**config.mk**
```make
export PLATFORM = sky130hd
export DESIGN_NAME = uart_frame_receiver_xor_top
export DESIGN_NICKNAME = d
export VERILOG_FILES = /design/src/rtl/core/ufr_pkg.sv /design/src/rtl/core/ufr_cfg_regs.sv /design/src/rtl/core/ufr_parser.sv /design/src/rtl/core/ufr_out_reg.sv /design/src/rtl/core/uart_frame_receiver_xor_top.sv
export SDC_FILE = /design/constraint.sdc
export NUM_CORES = 1
export LEC_CHECK = 0
export BUFFER_PORTS_ARGS = -buffer_cell sky130_fd_sc_hd__buf_2
export CAP_MARGIN = 5
export CORE_UTILIZATION = 60
export CTS_CLUSTER_DIAMETER = 40
export DETAILED_ROUTE_END_ITERATION = 16
export PLACE_DENSITY = 0.87
export SLEW_MARGIN = 40
export SYNTH_ARGS = -nofsm -noshare
export SYNTH_HDL_FRONTEND = slang
export SYNTH_SLANG_ARGS = --single-unit
```
**constraint.sdc**
```tcl
create_clock -name clk -period 5.2 [get_ports clk]
set_input_delay 0.52 -clock clk [delete_from_list [all_inputs] [get_ports clk]]
set_output_delay 0.52 -clock clk [all_outputs]
set_load 0.02 [all_outputs]
```
**src/rtl/core/ufr_pkg.sv**
```systemverilog
// ----------------------------------------------------------------------------
// ufr_pkg
// Shared types and constants for the UART frame receiver with XOR check
// ----------------------------------------------------------------------------
package ufr_pkg;

  localparam int unsigned BYTE_W     = 8;
  localparam int unsigned POS_W      = 3;
  localparam int unsigned CFG_IDX_W  = 2;
  localparam int unsigned OUT_DATA_W = 32;

  // register indexes of the configuration port
  localparam logic [CFG_IDX_W-1:0] REG_FIRST_HEADER  = 2'd0;
  localparam logic [CFG_IDX_W-1:0] REG_SECOND_HEADER = 2'd1;
  localparam logic [CFG_IDX_W-1:0] REG_LED_FUNCTION  = 2'd2;

  // reset values of the registers
  localparam logic [BYTE_W-1:0] FIRST_HEADER_RST  = 8'h55;
  localparam logic [BYTE_W-1:0] SECOND_HEADER_RST = 8'hAA;
  localparam logic [BYTE_W-1:0] LED_FUNCTION_RST  = 8'h06;

  // frame byte positions
  localparam logic [POS_W-1:0] POS_HDR1   = 3'd0;
  localparam logic [POS_W-1:0] POS_HDR2   = 3'd1;
  localparam logic [POS_W-1:0] POS_LENGTH = 3'd2;
  localparam logic [POS_W-1:0] POS_FUNC   = 3'd3;
  localparam logic [POS_W-1:0] POS_DATA1  = 3'd4;
  localparam logic [POS_W-1:0] POS_DATA2  = 3'd5;
  localparam logic [POS_W-1:0] POS_CHECK  = 3'd6;

  typedef struct packed {
    logic [BYTE_W-1:0] first_header;
    logic [BYTE_W-1:0] second_header;
    logic [BYTE_W-1:0] led_function_code;
  } cfg_t;

  typedef struct packed {
    logic              frame_ok;
    logic              led_command;
    logic [BYTE_W-1:0] func_code;
    logic [BYTE_W-1:0] data_first;
    logic [BYTE_W-1:0] data_second;
    logic              led_on;
  } res_t;

  // stream layout, lowest bit first
  function automatic logic [OUT_DATA_W-1:0] pack_res(input res_t r);
    logic [OUT_DATA_W-1:0] d;
    d        = '0;
    d[0]     = r.frame_ok;
    d[1]     = r.led_command;
    d[9:2]   = r.func_code;
    d[17:10] = r.data_first;
    d[25:18] = r.data_second;
    d[26]    = r.led_on;
    return d;
  endfunction

endpackage

```
**src/rtl/core/ufr_cfg_regs.sv**
```systemverilog
// ----------------------------------------------------------------------------
// ufr_cfg_regs
// Header and LED function code registers behind the write port
// ----------------------------------------------------------------------------
module ufr_cfg_regs import ufr_pkg::*; (
  input  logic                 clk,
  input  logic                 rst,
  input  logic                 cfg_we,
  input  logic [CFG_IDX_W-1:0] cfg_index,
  input  logic [BYTE_W-1:0]    cfg_data,
  output cfg_t                 cfg
);

  always_ff @(posedge clk) begin
    if (rst) begin
      cfg.first_header      <= FIRST_HEADER_RST;
      cfg.second_header     <= SECOND_HEADER_RST;
      cfg.led_function_code <= LED_FUNCTION_RST;
    end else if (cfg_we) begin
      unique case (cfg_index)
        REG_FIRST_HEADER:  cfg.first_header      <= cfg_data;
        REG_SECOND_HEADER: cfg.second_header     <= cfg_data;
        REG_LED_FUNCTION:  cfg.led_function_code <= cfg_data;
        default: ; // unmapped index, write ignored
      endcase
    end
  end

endmodule

```
**src/rtl/core/ufr_parser.sv**
```systemverilog
// ----------------------------------------------------------------------------
// ufr_parser
// Frame position tracking, running XOR and field capture
// ----------------------------------------------------------------------------
module ufr_parser import ufr_pkg::*; (
  input  logic              clk,
  input  logic              rst,
  input  cfg_t              cfg,
  input  logic              step,
  input  logic [BYTE_W-1:0] rx,
  output logic              emit,
  output res_t              res
);

  logic [POS_W-1:0]  pos, pos_next;
  logic [BYTE_W-1:0] run_xor, run_xor_next;
  logic [BYTE_W-1:0] func_byte, data1_byte, data2_byte;
  logic              ok;

  always_comb begin
    pos_next     = pos;
    run_xor_next = run_xor ^ rx;
    emit         = 1'b0;
    unique case (pos)
      POS_HDR1: begin
        if (rx == cfg.first_header) begin
          run_xor_next = rx;
          pos_next     = POS_HDR2;
        end else begin
          run_xor_next = '0;
        end
      end
      POS_HDR2: begin
        if (rx == cfg.second_header) begin
          pos_next = POS_LENGTH;
        end else begin
          // not retried as a first header
          run_xor_next = '0;
          pos_next     = POS_HDR1;
        end
      end
      POS_LENGTH: pos_next = POS_FUNC;
      POS_FUNC:   pos_next = POS_DATA1;
      POS_DATA1:  pos_next = POS_DATA2;
      POS_DATA2:  pos_next = POS_CHECK;
      POS_CHECK: begin
        emit         = 1'b1;
        run_xor_next = '0;
        pos_next     = POS_HDR1;
      end
      default: begin
        run_xor_next = '0;
        pos_next     = POS_HDR1;
      end
    endcase
  end

  always_ff @(posedge clk) begin
    if (rst) begin
      pos     <= POS_HDR1;
      run_xor <= '0;
    end else if (step) begin
      pos     <= pos_next;
      run_xor <= run_xor_next;
    end
  end

  always_ff @(posedge clk) begin
    if (step && pos == POS_FUNC)  func_byte  <= rx;
    if (step && pos == POS_DATA1) data1_byte <= rx;
    if (step && pos == POS_DATA2) data2_byte <= rx;
  end

  assign ok              = (run_xor == rx);
  assign res.frame_ok    = ok;
  assign res.led_command = ok && (func_byte == cfg.led_function_code);
  assign res.func_code   = func_byte;
  assign res.data_first  = data1_byte;
  assign res.data_second = data2_byte;
  assign res.led_on      = (data2_byte != '0);

endmodule

```
**src/rtl/core/ufr_out_reg.sv**
```systemverilog
// ----------------------------------------------------------------------------
// ufr_out_reg
// Result register on the master side, holds its word while stalled
// ----------------------------------------------------------------------------
module ufr_out_reg import ufr_pkg::*; (
  input  logic                  clk,
  input  logic                  rst,
  input  logic                  load,
  input  res_t                  res,
  output logic                  free,
  output logic                  m_tvalid,
  input  logic                  m_tready,
  output logic [OUT_DATA_W-1:0] m_tdata
);

  logic                  out_valid;
  logic [OUT_DATA_W-1:0] out_data;

  assign free = !out_valid || m_tready;

  always_ff @(posedge clk) begin
    if (rst) begin
      out_valid <= 1'b0;
    end else if (free) begin
      out_valid <= load;
    end
  end

  always_ff @(posedge clk) begin
    if (free && load) out_data <= pack_res(res);
  end

  assign m_tvalid = out_valid;
  assign m_tdata  = out_data;

endmodule

```
**src/rtl/core/uart_frame_receiver_xor_top.sv**
```systemverilog
// ----------------------------------------------------------------------------
// uart_frame_receiver_xor_top
// Seven-byte header frame receiver with XOR check and LED command decode
// ----------------------------------------------------------------------------
// result path: the check byte is taken into the input register, then the result
//   word is loaded into the result register, once that is free, and shown on m_tvalid
// throughput: one byte per cycle while the result side can take a word, bounded by the parser step
// reset: synchronous; frame position and running XOR cleared, registers
//   return to 0x55 / 0xAA / 0x06, both word registers emptied
module uart_frame_receiver_xor_top import ufr_pkg::*; (
  input  logic                  clk,
  input  logic                  rst,
  // configuration write port
  input  logic                  cfg_we,
  input  logic [CFG_IDX_W-1:0]  cfg_index,
  input  logic [BYTE_W-1:0]     cfg_data,
  // byte input
  input  logic                  s_tvalid,
  output logic                  s_tready,
  input  logic [BYTE_W-1:0]     s_tdata,  // [7:0] rx_byte
  // frame results
  output logic                  m_tvalid,
  input  logic                  m_tready,
  output logic [OUT_DATA_W-1:0] m_tdata   // [0] frame_ok, [1] led_command,
                                          // [9:2] func_code, [17:10] data_first,
                                          // [25:18] data_second, [26] led_on,
                                          // [31:27] zero
);

  cfg_t              cfg;
  res_t              res;
  logic              in_valid;
  logic [BYTE_W-1:0] in_byte;
  logic              out_free;
  logic              step;
  logic              emit;

  ufr_cfg_regs u_cfg (
    .clk       (clk),
    .rst       (rst),
    .cfg_we    (cfg_we),
    .cfg_index (cfg_index),
    .cfg_data  (cfg_data),
    .cfg       (cfg)
  );

  // a held byte moves on whenever the result side can take a word
  assign step     = in_valid && out_free;
  assign s_tready = !in_valid || out_free;

  always_ff @(posedge clk) begin
    if (rst) begin
      in_valid <= 1'b0;
    end else if (s_tready) begin
      in_valid <= s_tvalid;
    end
  end

  always_ff @(posedge clk) begin
    if (s_tready && s_tvalid) in_byte <= s_tdata;
  end

  ufr_parser u_parser (
    .clk  (clk),
    .rst  (rst),
    .cfg  (cfg),
    .step (step),
    .rx   (in_byte),
    .emit (emit),
    .res  (res)
  );

  ufr_out_reg u_out (
    .clk      (clk),
    .rst      (rst),
    .load     (step && emit),
    .res      (res),
    .free     (out_free),
    .m_tvalid (m_tvalid),
    .m_tready (m_tready),
    .m_tdata  (m_tdata)
  );

  a_emit_reaches_output: assert property (@(posedge clk) disable iff (rst)
    (step && emit) |=> m_tvalid)
    else $error("completed frame did not reach the result register");

  a_led_needs_ok: assert property (@(posedge clk) disable iff (rst)
    m_tvalid |-> (!m_tdata[1] || m_tdata[0]))
    else $error("led command flagged on a failed frame");

  a_held_byte_kept: assert property (@(posedge clk) disable iff (rst)
    (in_valid && !step) |=> (in_valid && $stable(in_byte)))
    else $error("stalled input byte lost or changed");

  a_empty_takes_input: assert property (@(posedge clk) disable iff (rst)
    !in_valid |-> s_tready)
    else $error("input refused with empty input register");

endmodule

```
* Word level (Yosys, flattened, before mapping)
Cells that the tools add are included.
** Word-level totals
- Output and inout bits :: 34
- Register bits after elaboration :: 96
- Bits of input ports :: 23
** Operators by class
- Reduce and logical (&&, ||, !) cells :: 20
- Equality and inequality tests :: 13
- Mux-type cells :: 7
- Bitwise logic cells :: 1
** Operators with widths (count)
- 8-bit equality test :: 4
- 8-bit one-hot mux with 3 select lines :: 1
- 3-bit one-hot mux with 6 select lines :: 1
- 8-bit 2-to-1 mux :: 2
- 3-bit equality test (second input constant) :: 3
- 1-bit logical AND :: 8
- 2-bit AND reduction :: 4
- 8-bit nonzero test :: 1
- 8-bit bitwise XOR :: 1
- 3-bit by 2-bit equality test with 1-bit output (second input constant) :: 2
- 4-bit OR reduction :: 1
- 3-bit by 1-bit equality test with 1-bit output (second input constant) :: 1
- 3-bit logical NOT :: 1
- 3-bit 2-to-1 mux :: 1
- 2-bit by 1-bit equality test with 1-bit output (second input constant) :: 1
- 2-bit equality test (second input constant) :: 1
- 1-bit logical NOT :: 2
- 2-bit logical NOT :: 1
- 1-bit logical OR :: 2
- 2-bit 2-to-1 mux :: 1
- 2-bit by 1-bit != test with 1-bit output (second input constant) :: 1
- 1-bit 2-to-1 mux :: 1

* Longest topological paths before layout
Gate-level depths: netlist (run 1).
- Depth after elaboration :: 5
- Mapped depth :: 7

* Hierarchy
A second synthesis (run 1) with hierarchy kept.
** Unflattened totals
- Cells, all modules :: 323
- Area total of the unflattened synthesis :: 4055.1 um^2
** By module, submodules not included
- ufr_parser :: area an instance 1836.8 um^2, sequential area each 940.9 um^2, cells an instance 170, times used 1
- ufr_cfg_regs :: area an instance 1001.0 um^2, sequential area each 480.5 um^2, cells an instance 100, times used 1
- ufr_out_reg :: area an instance 907.1 um^2, sequential area each 830.8 um^2, cells an instance 38, times used 1
- uart_frame_receiver_xor_top :: area an instance 310.3 um^2, sequential area each 260.2 um^2, cells an instance 15, times used 1

* Worst setup path before layout (run 1)
No wires, ideal clock.
- Path type :: in2reg
- From :: input port m_tready
- To :: register u_out.out_data[0], in the netlist u_out.m_tdata[0] (enable)
- Path buffers :: 0
- Arrival time :: 2.670 ns
- Setup time :: 0.445 ns
- Data required time :: 4.755 ns
- Cell stages on the path :: 3
- Setup slack :: 2.085 ns
- Path through :: nand2b_1 -> nand3_1 -> nor3_1
** Between the ends
- Longest elaborated chain between the ends :: 4
** RTL lines
- start, declared :: RTL line uart_frame_receiver_xor_top.sv:23 : input logic m_tready,
- 1-bit logical OR (*) :: RTL line ufr_out_reg.sv:19 : assign free = !out_valid || m_tready;
- 1-bit logical AND :: RTL line uart_frame_receiver_xor_top.sv:48 : assign step = in_valid && out_free;
- 1-bit logical AND :: RTL line uart_frame_receiver_xor_top.sv:76 : .load (step && emit),
- 1-bit logical AND (*) :: RTL line ufr_out_reg.sv:30 : if (free && load) out_data <= pack_res(res);
- end signal, assigned :: RTL line ufr_out_reg.sv:30
- end, declared :: RTL line ufr_out_reg.sv:17 : logic [OUT_DATA_W-1:0] out_data;
Every way passes the cells marked *; elsewhere a longest branch is shown, timed or not.
A chain may end at the register's enable or synchronous reset.

==> run_summary.xml, run 1 <==
<?xml version="1.0" encoding="UTF-8"?>
<metrics>
  <group name="status">
    <metric name="outcome" unit="">finished, final reports clean</metric>
  </group>
  <group name="power">
    <metric name="vdd_drop_max" unit="mV">0.216</metric>
    <metric name="power_density_over_cell_area" unit="nW/um2">330</metric>
    <metric name="leakage" unit="nW">1.63</metric>
  </group>
  <group name="cts">
    <metric name="post-cts-setup-buffers" unit="">0</metric>
    <metric name="post_cts.resized_instances" unit="">0</metric>
    <metric name="cts_root_buffer" unit="">sky130_fd_sc_hd__clkbuf_8</metric>
    <metric name="clkTransAtPathRegs" unit="ps">100</metric>
    <metric name="max-clock-path-buffers" unit="">2</metric>
    <metric name="cts_tree" unit="">built</metric>
    <metric name="cts_hold_buf" unit="">0</metric>
    <metric name="ctsHtreeMaxLevel" unit="">3</metric>
    <metric name="cts_buffers" unit="">9</metric>
    <metric name="clock_latency" unit="ps">350</metric>
    <metric name="cts.sinks" unit="">96</metric>
  </group>
  <group name="layout">
    <metric name="antenna-diode-count" unit="">0</metric>
    <metric name="nFillCells" unit="">428</metric>
    <metric name="num-nets-final" unit="">379</metric>
    <metric name="layoutNonFillerInstCount" unit="">434</metric>
    <metric name="final_layout_size_suffix_gt1_share" unit="%">22.0</metric>
    <metric name="layout_commonest_cell" unit="">sky130_fd_sc_hd__edfxtp_1</metric>
    <metric name="layout-area-overhead-vs-synth" unit="%">14.6</metric>
    <metric name="finalInstanceArea" unit="um2">4390</metric>
    <metric name="layout.cells.most_common_list" unit="">sky130_fd_sc_hd__edfxtp_1 (59), sky130_fd_sc_hd__buf_2 (51), sky130_fd_sc_hd__dfxtp_1 (37), sky130_fd_sc_hd__nor2_1 (27), sky130_fd_sc_hd__xnor2_1 (22)</metric>
  </group>
  <group name="worst_setup_path">
    <metric name="worstSetupPathType" unit="">reg2reg</metric>
    <metric name="required" unit="ps">5390</metric>
    <metric name="critical_path_s_top_delay_family" unit="">simple AND/OR/NAND/NOR gates</metric>
    <metric name="critical_path.max_stage_delay" unit="ps">570</metric>
    <metric name="crit_path_start_kind" unit="">flip-flop</metric>
    <metric name="worst-path-max-fanout" unit="">8</metric>
    <metric name="end_kind" unit="">flip-flop</metric>
    <metric name="crit_path_cell_trace" unit="">nor2b_1 -&gt; or4_1 -&gt; or4_1 -&gt; nor4_2</metric>
    <metric name="worst-endpoint-arrival" unit="ps">2490</metric>
    <metric name="worst-path-buf-inv" unit="">0</metric>
    <metric name="timing.critical_path.mode_cell" unit="">sky130_fd_sc_hd__or4_1</metric>
    <metric name="critical-path-slowest-cell" unit="">sky130_fd_sc_hd__edfxtp_1</metric>
  </group>
  <group name="route">
    <metric name="drt_pre_antenna_iters" unit="">4</metric>
    <metric name="route.detailed.wl_per_inst" unit="um">16.7</metric>
    <metric name="drtIter0Drc" unit="">187</metric>
    <metric name="route.detailed.drc" unit="">0</metric>
    <metric name="postRouteAntennaNets" unit="">0</metric>
    <metric name="routed_via_density" unit="">5.65</metric>
    <metric name="detail_route.wirelength" unit="mm">7.23</metric>
    <metric name="total_vias_in_the_final_route" unit="">2453</metric>
  </group>
  <group name="grt">
    <metric name="grt_start_max_net_pins" unit="">32</metric>
    <metric name="grt_usage" unit="%">24.1</metric>
    <metric name="overflow_after_grt" unit="">0</metric>
    <metric name="antenna_violations_before_repair" unit="">0</metric>
    <metric name="number_of_global_route_vias_before_repair" unit="">2281</metric>
    <metric name="grt_pass1_wl" unit="mm">11.6</metric>
  </group>
  <group name="sta">
    <metric name="period_share" unit="%">44.3</metric>
    <metric name="setup_repair_after_global_routing_missed_its_margin" unit="">no</metric>
    <metric name="slew_headroom" unit="%">42.3</metric>
    <metric name="finalCriticalPeriod" unit="ps">2310</metric>
    <metric name="worst-slew-pin-transition" unit="ps">858</metric>
    <metric name="setup_tns" unit="ps">0</metric>
    <metric name="setup_viol" unit="">0</metric>
    <metric name="skew" unit="ps">8.72</metric>
    <metric name="slew_violations" unit="">0</metric>
    <metric name="hold_violations" unit="">0</metric>
    <metric name="timing.fmax" unit="MHz">434</metric>
  </group>
  <group name="hold_path">
    <metric name="worst_hold_path_type" unit="">in2reg</metric>
  </group>
  <group name="placed_design">
    <metric name="place_congestion" unit="">0.801</metric>
    <metric name="portBuffers" unit="">51</metric>
    <metric name="hpwl" unit="mm">4.76</metric>
    <metric name="place.detailed.instances" unit="">418</metric>
    <metric name="post_detailed_placement_cell_area" unit="um2">4150</metric>
  </group>
  <group name="yosys">
    <metric name="synth.avg_cell_area" unit="um2">12.7</metric>
    <metric name="synth.top_cells.by_area" unit="">sky130_fd_sc_hd__edfxtp_1 (46%), sky130_fd_sc_hd__dfxtp_1 (19%), sky130_fd_sc_hd__xnor2_1 (5.0%), sky130_fd_sc_hd__nor2b_1 (3.6%), sky130_fd_sc_hd__mux2i_1 (3.1%)</metric>
    <metric name="synth_area_leader_cell" unit="">sky130_fd_sc_hd__edfxtp_1</metric>
    <metric name="synth_largest_type_area_fraction" unit="%">46.3</metric>
    <metric name="synth-seq-area-share" unit="%">65.6</metric>
    <metric name="syn-cell-area" unit="um2">3830</metric>
    <metric name="synth_cell_types" unit="">33</metric>
    <metric name="synth_seq_cells" unit="">96</metric>
    <metric name="post_synth_inst_count" unit="">302</metric>
    <metric name="synth-warning-count" unit="">0</metric>
  </group>
  <group name="floorplan">
    <metric name="io_pins" unit="">57</metric>
    <metric name="fp.dieArea" unit="um2">6700</metric>
    <metric name="initial_utilization" unit="%">63.5</metric>
    <metric name="num_rows" unit="">28</metric>
    <metric name="design.core.area" unit="um2">6030</metric>
    <metric name="chipWidth" unit="um">81.9</metric>
    <metric name="fp.dieH" unit="um">81.9</metric>
  </group>
  <group name="run">
    <metric name="drv_cap" unit="">0</metric>
  </group>
</metrics>
## cell families after synthesis
group | count (synthesis) | synth area share, %
flip-flops | 96 | 65.6
other | 1 | 0.0980
AND/OR/NAND/NOR | 113 | 16.1
AO/OA/AOI/OAI | 30 | 5.98
XOR/XNOR | 24 | 5.49
buffers and inverters | 24 | 2.84
adder cells (fa/ha/maj) | 2 | 0.654
multiplexers | 12 | 3.14
## through the flow
stage	util, %	hold WS [ps]	setup WS (ps)	power, mW
after floorplan	-	400	2090	0.889
after global placement	68.6	403	2940	0.908
after detailed placement	68.9	405	2900	0.911
after CTS	72.8	321	2880	1.46
after global routing	72.8	314	2820	1.50
final	72.8	337	2890	1.45
## layer usage
layer / wire [um] / track usage, % / up-vias
li1: - / - / 1194
met1: 3140 / 31.9 / 1160
met2: 3510 / 38.1 / 91
met3: 475 / 4.78 / 8
met4: 104 / 11.4 / 0
met5: 0 / 0 / -
## area by class of cell
cell class,count,area [um2],share of cell area [%]
clock buffers,10,138,3.14
clock inverters,6,100,2.28
inverters,8,30.0,0.685
multi-input cells,186,1240,28.3
flip-flops and latches,96,2510,57.3
well taps,75,93.8,2.14
repair buffers,53,270,6.16
## registers in the layout (all words and copies together) (netlist names)
| register | cells |
|---|---|
| u_parser.func_byte | 8 |
| u_cfg.cfg | 24 |
| in_valid | 1 |
| u_out.m_tdata | 27 |
| u_parser.run_xor | 8 |
| u_out.m_tvalid | 1 |
| u_parser.pos | 3 |
| u_parser.data1_byte | 8 |
| u_parser.data2_byte | 8 |
| in_byte | 8 |
## path summary, 6_finish.rpt
check	startpoint	slack [ps]	depth (start not counted)	to
worst max-delay path	in_byte[7]	2890	4	u_out.m_tdata[1]
worst min-delay path	s_tdata[0]	340	1	in_byte[0]
worst max register to register	in_byte[7]	2890	4	u_out.m_tdata[1]
worst min register to register	u_parser.data1_byte[4]	420	0	u_out.m_tdata[14]
## cells in the mapped netlist
cell	count
sky130_fd_sc_hd__nand2_1	16
sky130_fd_sc_hd__a21oi_1	9
sky130_fd_sc_hd__o2111ai_1	1
sky130_fd_sc_hd__mux2i_1	12
sky130_fd_sc_hd__buf_1	2
sky130_fd_sc_hd__or4_4	1
sky130_fd_sc_hd__nand4_1	13
sky130_fd_sc_hd__nand2b_1	1
sky130_fd_sc_hd__inv_1	8
sky130_fd_sc_hd__buf_4	5
sky130_fd_sc_hd__edfxtp_1	59
sky130_fd_sc_hd__nand3_1	11
sky130_fd_sc_hd__nor3_1	4
sky130_fd_sc_hd__o221ai_1	10
sky130_fd_sc_hd__or2_2	2
sky130_fd_sc_hd__ha_1	2
sky130_fd_sc_hd__nor2b_4	1
sky130_fd_sc_hd__nor2_1	27
sky130_fd_sc_hd__nor2b_1	22
sky130_fd_sc_hd__nor3b_1	3
sky130_fd_sc_hd__or3_1	1
sky130_fd_sc_hd__nand3b_1	2
sky130_fd_sc_hd__and2_1	1
sky130_fd_sc_hd__clkbuf_1	9
sky130_fd_sc_hd__and2b_2	1
sky130_fd_sc_hd__conb_1	1
sky130_fd_sc_hd__xnor2_1	22
sky130_fd_sc_hd__dfxtp_1	37
sky130_fd_sc_hd__xor2_1	2
sky130_fd_sc_hd__nor4_1	2
sky130_fd_sc_hd__a211o_1	10
sky130_fd_sc_hd__or4_1	3
sky130_fd_sc_hd__nor4_2	2
## report_power, final
| part | internal [mW] | switching [mW] |
|---|---|---|
| combinational | 0.0289 | 0.0335 |
| clock | 0.292 | 0.261 |
| sequential | 0.814 | 0.0177 |
| total | 1.14 | 0.312 |
(Power assumes the default switching activity.)
==> inputs of run 2 (changes only) <==
CORE_UTILIZATION = 51   (was 60)
PLACE_DENSITY = 0.79   (was 0.87)
clock period = 1.85 ns   (was 5.2 ns; I/O delays follow)
==> run 2 against run 1 <==
The flow now finishes with violations (negative setup slack). Count of clock-buffer cells in the layout did not move. Critical path depth unchanged. Die area up 17%. Combinational power increased to 3.7 times the previous value. Core utilization decreased by 8.8 points. Total power rose to 2.8 times the previous value. Via count up 4.2%. Setup slack got worse by 3000 ps. Largest cell class unchanged. Largest power group unchanged.
==> run_summary.xml, run 2 (synthesis gave the netlist of run 1 again) <==
<?xml version="1.0" encoding="UTF-8"?>
<metrics>
  <group name="status">
    <metric name="outcome" unit="">complete, but fails checks</metric>
    <metric name="violations" unit="">negative setup slack</metric>
  </group>
  <group name="route">
    <metric name="postRouteAntennaNets" unit="">0</metric>
    <metric name="route.detailed.drc" unit="">0</metric>
    <metric name="drtIter0Drc" unit="">116</metric>
    <metric name="route.detailed.wl_per_inst" unit="um">14.8</metric>
    <metric name="total_vias_in_the_final_route" unit="">2557</metric>
    <metric name="drt_pre_antenna_iters" unit="">4</metric>
    <metric name="routed_via_density" unit="">5.26</metric>
    <metric name="detail_route.wirelength" unit="mm">7.18</metric>
  </group>
  <group name="floorplan">
    <metric name="io_pins" unit="">57</metric>
    <metric name="initial_utilization" unit="%">52.8</metric>
    <metric name="num_rows" unit="">31</metric>
    <metric name="fp.dieH" unit="um">88.6</metric>
    <metric name="chipWidth" unit="um">88.6</metric>
    <metric name="design.core.area" unit="um2">7250</metric>
    <metric name="fp.dieArea" unit="um2">7860</metric>
  </group>
  <group name="worst_setup_path">
    <metric name="crit_path_start_kind" unit="">flip-flop</metric>
    <metric name="end_kind" unit="">flip-flop</metric>
    <metric name="critical_path_s_top_delay_family" unit="">simple AND/OR/NAND/NOR gates</metric>
    <metric name="critical-path-slowest-cell" unit="">sky130_fd_sc_hd__or4_1</metric>
    <metric name="timing.reg2reg.setup_slack" unit="ps">-60</metric>
    <metric name="endpoint" unit="">u_out.m_tdata[1]</metric>
    <metric name="worst-path-buf-inv" unit="">0</metric>
    <metric name="critical_path_cell_count" unit="">4</metric>
    <metric name="worst-endpoint-arrival" unit="ps">2110</metric>
    <metric name="worst-path-max-fanout" unit="">3</metric>
    <metric name="r2r.worst_path.cells" unit="">4</metric>
    <metric name="crit_path_cell_trace" unit="">nor2b_1 -&gt; or4_1 -&gt; or4_4 -&gt; nor4_2</metric>
    <metric name="critical_path.max_stage_delay" unit="ps">480</metric>
    <metric name="required" unit="ps">2050</metric>
    <metric name="regToRegStartpoint" unit="">in_byte[1]</metric>
    <metric name="rr_endpoint" unit="">u_out.m_tdata[1]</metric>
    <metric name="critical_path.startpoint" unit="">in_byte[1]</metric>
    <metric name="worstSetupPathType" unit="">reg2reg</metric>
  </group>
  <group name="sta">
    <metric name="setup_repair_after_global_routing_missed_its_margin" unit="">yes</metric>
    <metric name="timing.fmax" unit="MHz">523</metric>
    <metric name="skew" unit="ps">8.20</metric>
    <metric name="finalCriticalPeriod" unit="ps">1910</metric>
    <metric name="worst-slew-pin-transition" unit="ps">624</metric>
    <metric name="hold_violations" unit="">0</metric>
    <metric name="slew_violations" unit="">0</metric>
    <metric name="timing.final.ws_setup" unit="ps">-61.4</metric>
    <metric name="setup_tns" unit="ps">-61.4</metric>
    <metric name="slew_headroom" unit="%">58.3</metric>
    <metric name="period_share" unit="%">103</metric>
    <metric name="holdWs" unit="ps">24.6</metric>
    <metric name="setup_viol" unit="">1</metric>
  </group>
  <group name="layout">
    <metric name="layout.cells.most_common_list" unit="">sky130_fd_sc_hd__edfxtp_1 (59), sky130_fd_sc_hd__buf_2 (51), sky130_fd_sc_hd__dfxtp_1 (37), sky130_fd_sc_hd__nor2_1 (27)</metric>
    <metric name="final_layout_size_suffix_gt1_share" unit="%">25.8</metric>
    <metric name="layout_commonest_cell" unit="">sky130_fd_sc_hd__edfxtp_1</metric>
    <metric name="antenna-diode-count" unit="">0</metric>
    <metric name="fin_util" unit="%">64.0</metric>
    <metric name="num-nets-final" unit="">407</metric>
    <metric name="largest_register_ff_count" unit="">27</metric>
    <metric name="layout-area-overhead-vs-synth" unit="%">21.3</metric>
    <metric name="finalInstanceArea" unit="um2">4640</metric>
    <metric name="layoutNonFillerInstCount" unit="">486</metric>
  </group>
  <group name="power">
    <metric name="vdd_drop_max" unit="mV">0.648</metric>
    <metric name="finalPower" unit="mW">4.04</metric>
    <metric name="leakage" unit="nW">1.74</metric>
    <metric name="power_density_over_cell_area" unit="nW/um2">871</metric>
  </group>
  <group name="cts">
    <metric name="cts.sinks" unit="">96</metric>
    <metric name="cts_buffers" unit="">9</metric>
    <metric name="max-clock-path-buffers" unit="">2</metric>
    <metric name="clkTransAtPathRegs" unit="ps">90</metric>
    <metric name="ctsHtreeMaxLevel" unit="">3</metric>
    <metric name="clock_latency" unit="ps">360</metric>
    <metric name="cts_tree" unit="">built</metric>
    <metric name="cts_root_buffer" unit="">sky130_fd_sc_hd__clkbuf_8</metric>
  </group>
  <group name="grt">
    <metric name="overflow_after_grt" unit="">0</metric>
    <metric name="antenna_violations_before_repair" unit="">0</metric>
    <metric name="grt_start_max_net_pins" unit="">32</metric>
    <metric name="grt_pass1_wl" unit="mm">11.5</metric>
    <metric name="grt_usage" unit="%">20.3</metric>
    <metric name="number_of_global_route_vias_before_repair" unit="">2325</metric>
  </group>
  <group name="placed_design">
    <metric name="place_congestion" unit="">0.841</metric>
    <metric name="portBuffers" unit="">51</metric>
    <metric name="pre_cts_setup_slack" unit="ps">-48.3</metric>
    <metric name="hpwl" unit="mm">4.93</metric>
    <metric name="post_detailed_placement_cell_area" unit="um2">4330</metric>
    <metric name="place.detailed.instances" unit="">461</metric>
  </group>
  <group name="run">
    <metric name="drv_cap" unit="">0</metric>
  </group>
  <group name="hold_path">
    <metric name="worst_hold_path_type" unit="">in2reg</metric>
  </group>
</metrics>
## run 2: cell count changes in the layout (fill, tap and decap cells not counted), moves of 2 or more
cell	previous run	this run
sky130_fd_sc_hd__clkinvlp_4	0	2
sky130_fd_sc_hd__buf_4	2	22
sky130_fd_sc_hd__dlygate4sd3_1	0	7
sky130_fd_sc_hd__nor3_2	2	0
sky130_fd_sc_hd__inv_8	2	0
## run 2: per-layer routing
layer  track usage [%]  share of wire, %  vias up
met3              4.29               5.8       16
li1                  -                 -     1246
met4              8.80               2.4        0
met2              31.9                46      102
met1              27.3                46     1193
met5                 0                 0        -
## run 2: worst min-delay path by stage
stage / from / endpoint / slack [ps] / depth (start not counted)
detailed placement: s_tdata[7] / in_byte[7] / 360 / 1
floorplan: s_tdata[0] / in_byte[0] / 280 / 0
global route: s_tdata[2] / in_byte[2] / 20 / 1
global placement: s_tdata[0] / in_byte[0] / 360 / 1
CTS: s_tdata[2] / in_byte[2] / 9 / 1
finish: s_tdata[2] / in_byte[2] / 20 / 1
## run 2: power by group
part | leakage (nW) | internal (mW) | switching [mW]
Clock | 0.103 | 0.769 | 0.725
Combinational | 0.810 | 0.112 | 0.121
Sequential | 0.830 | 2.29 | 0.0291
Total | 1.74 | 3.17 | 0.875
## run 2: area by class of cell
type	count	area [um2]
flip-flops and latches	96	2510
multi-input cells	186	1250
inverters	8	30.0
well taps	99	124
repair buffers	81	510
fillers	576	2610
clock inverters	6	92.6
clock buffers	10	128
## run 2: repair_timing
action | CTS | global route
hold buffers | 7 | 0
hold endpoints to repair | 7 | 0
gates resized for setup | 0 | 2
endpoints found under the setup margin | 1 | 2
buffers inserted | 2 | 0
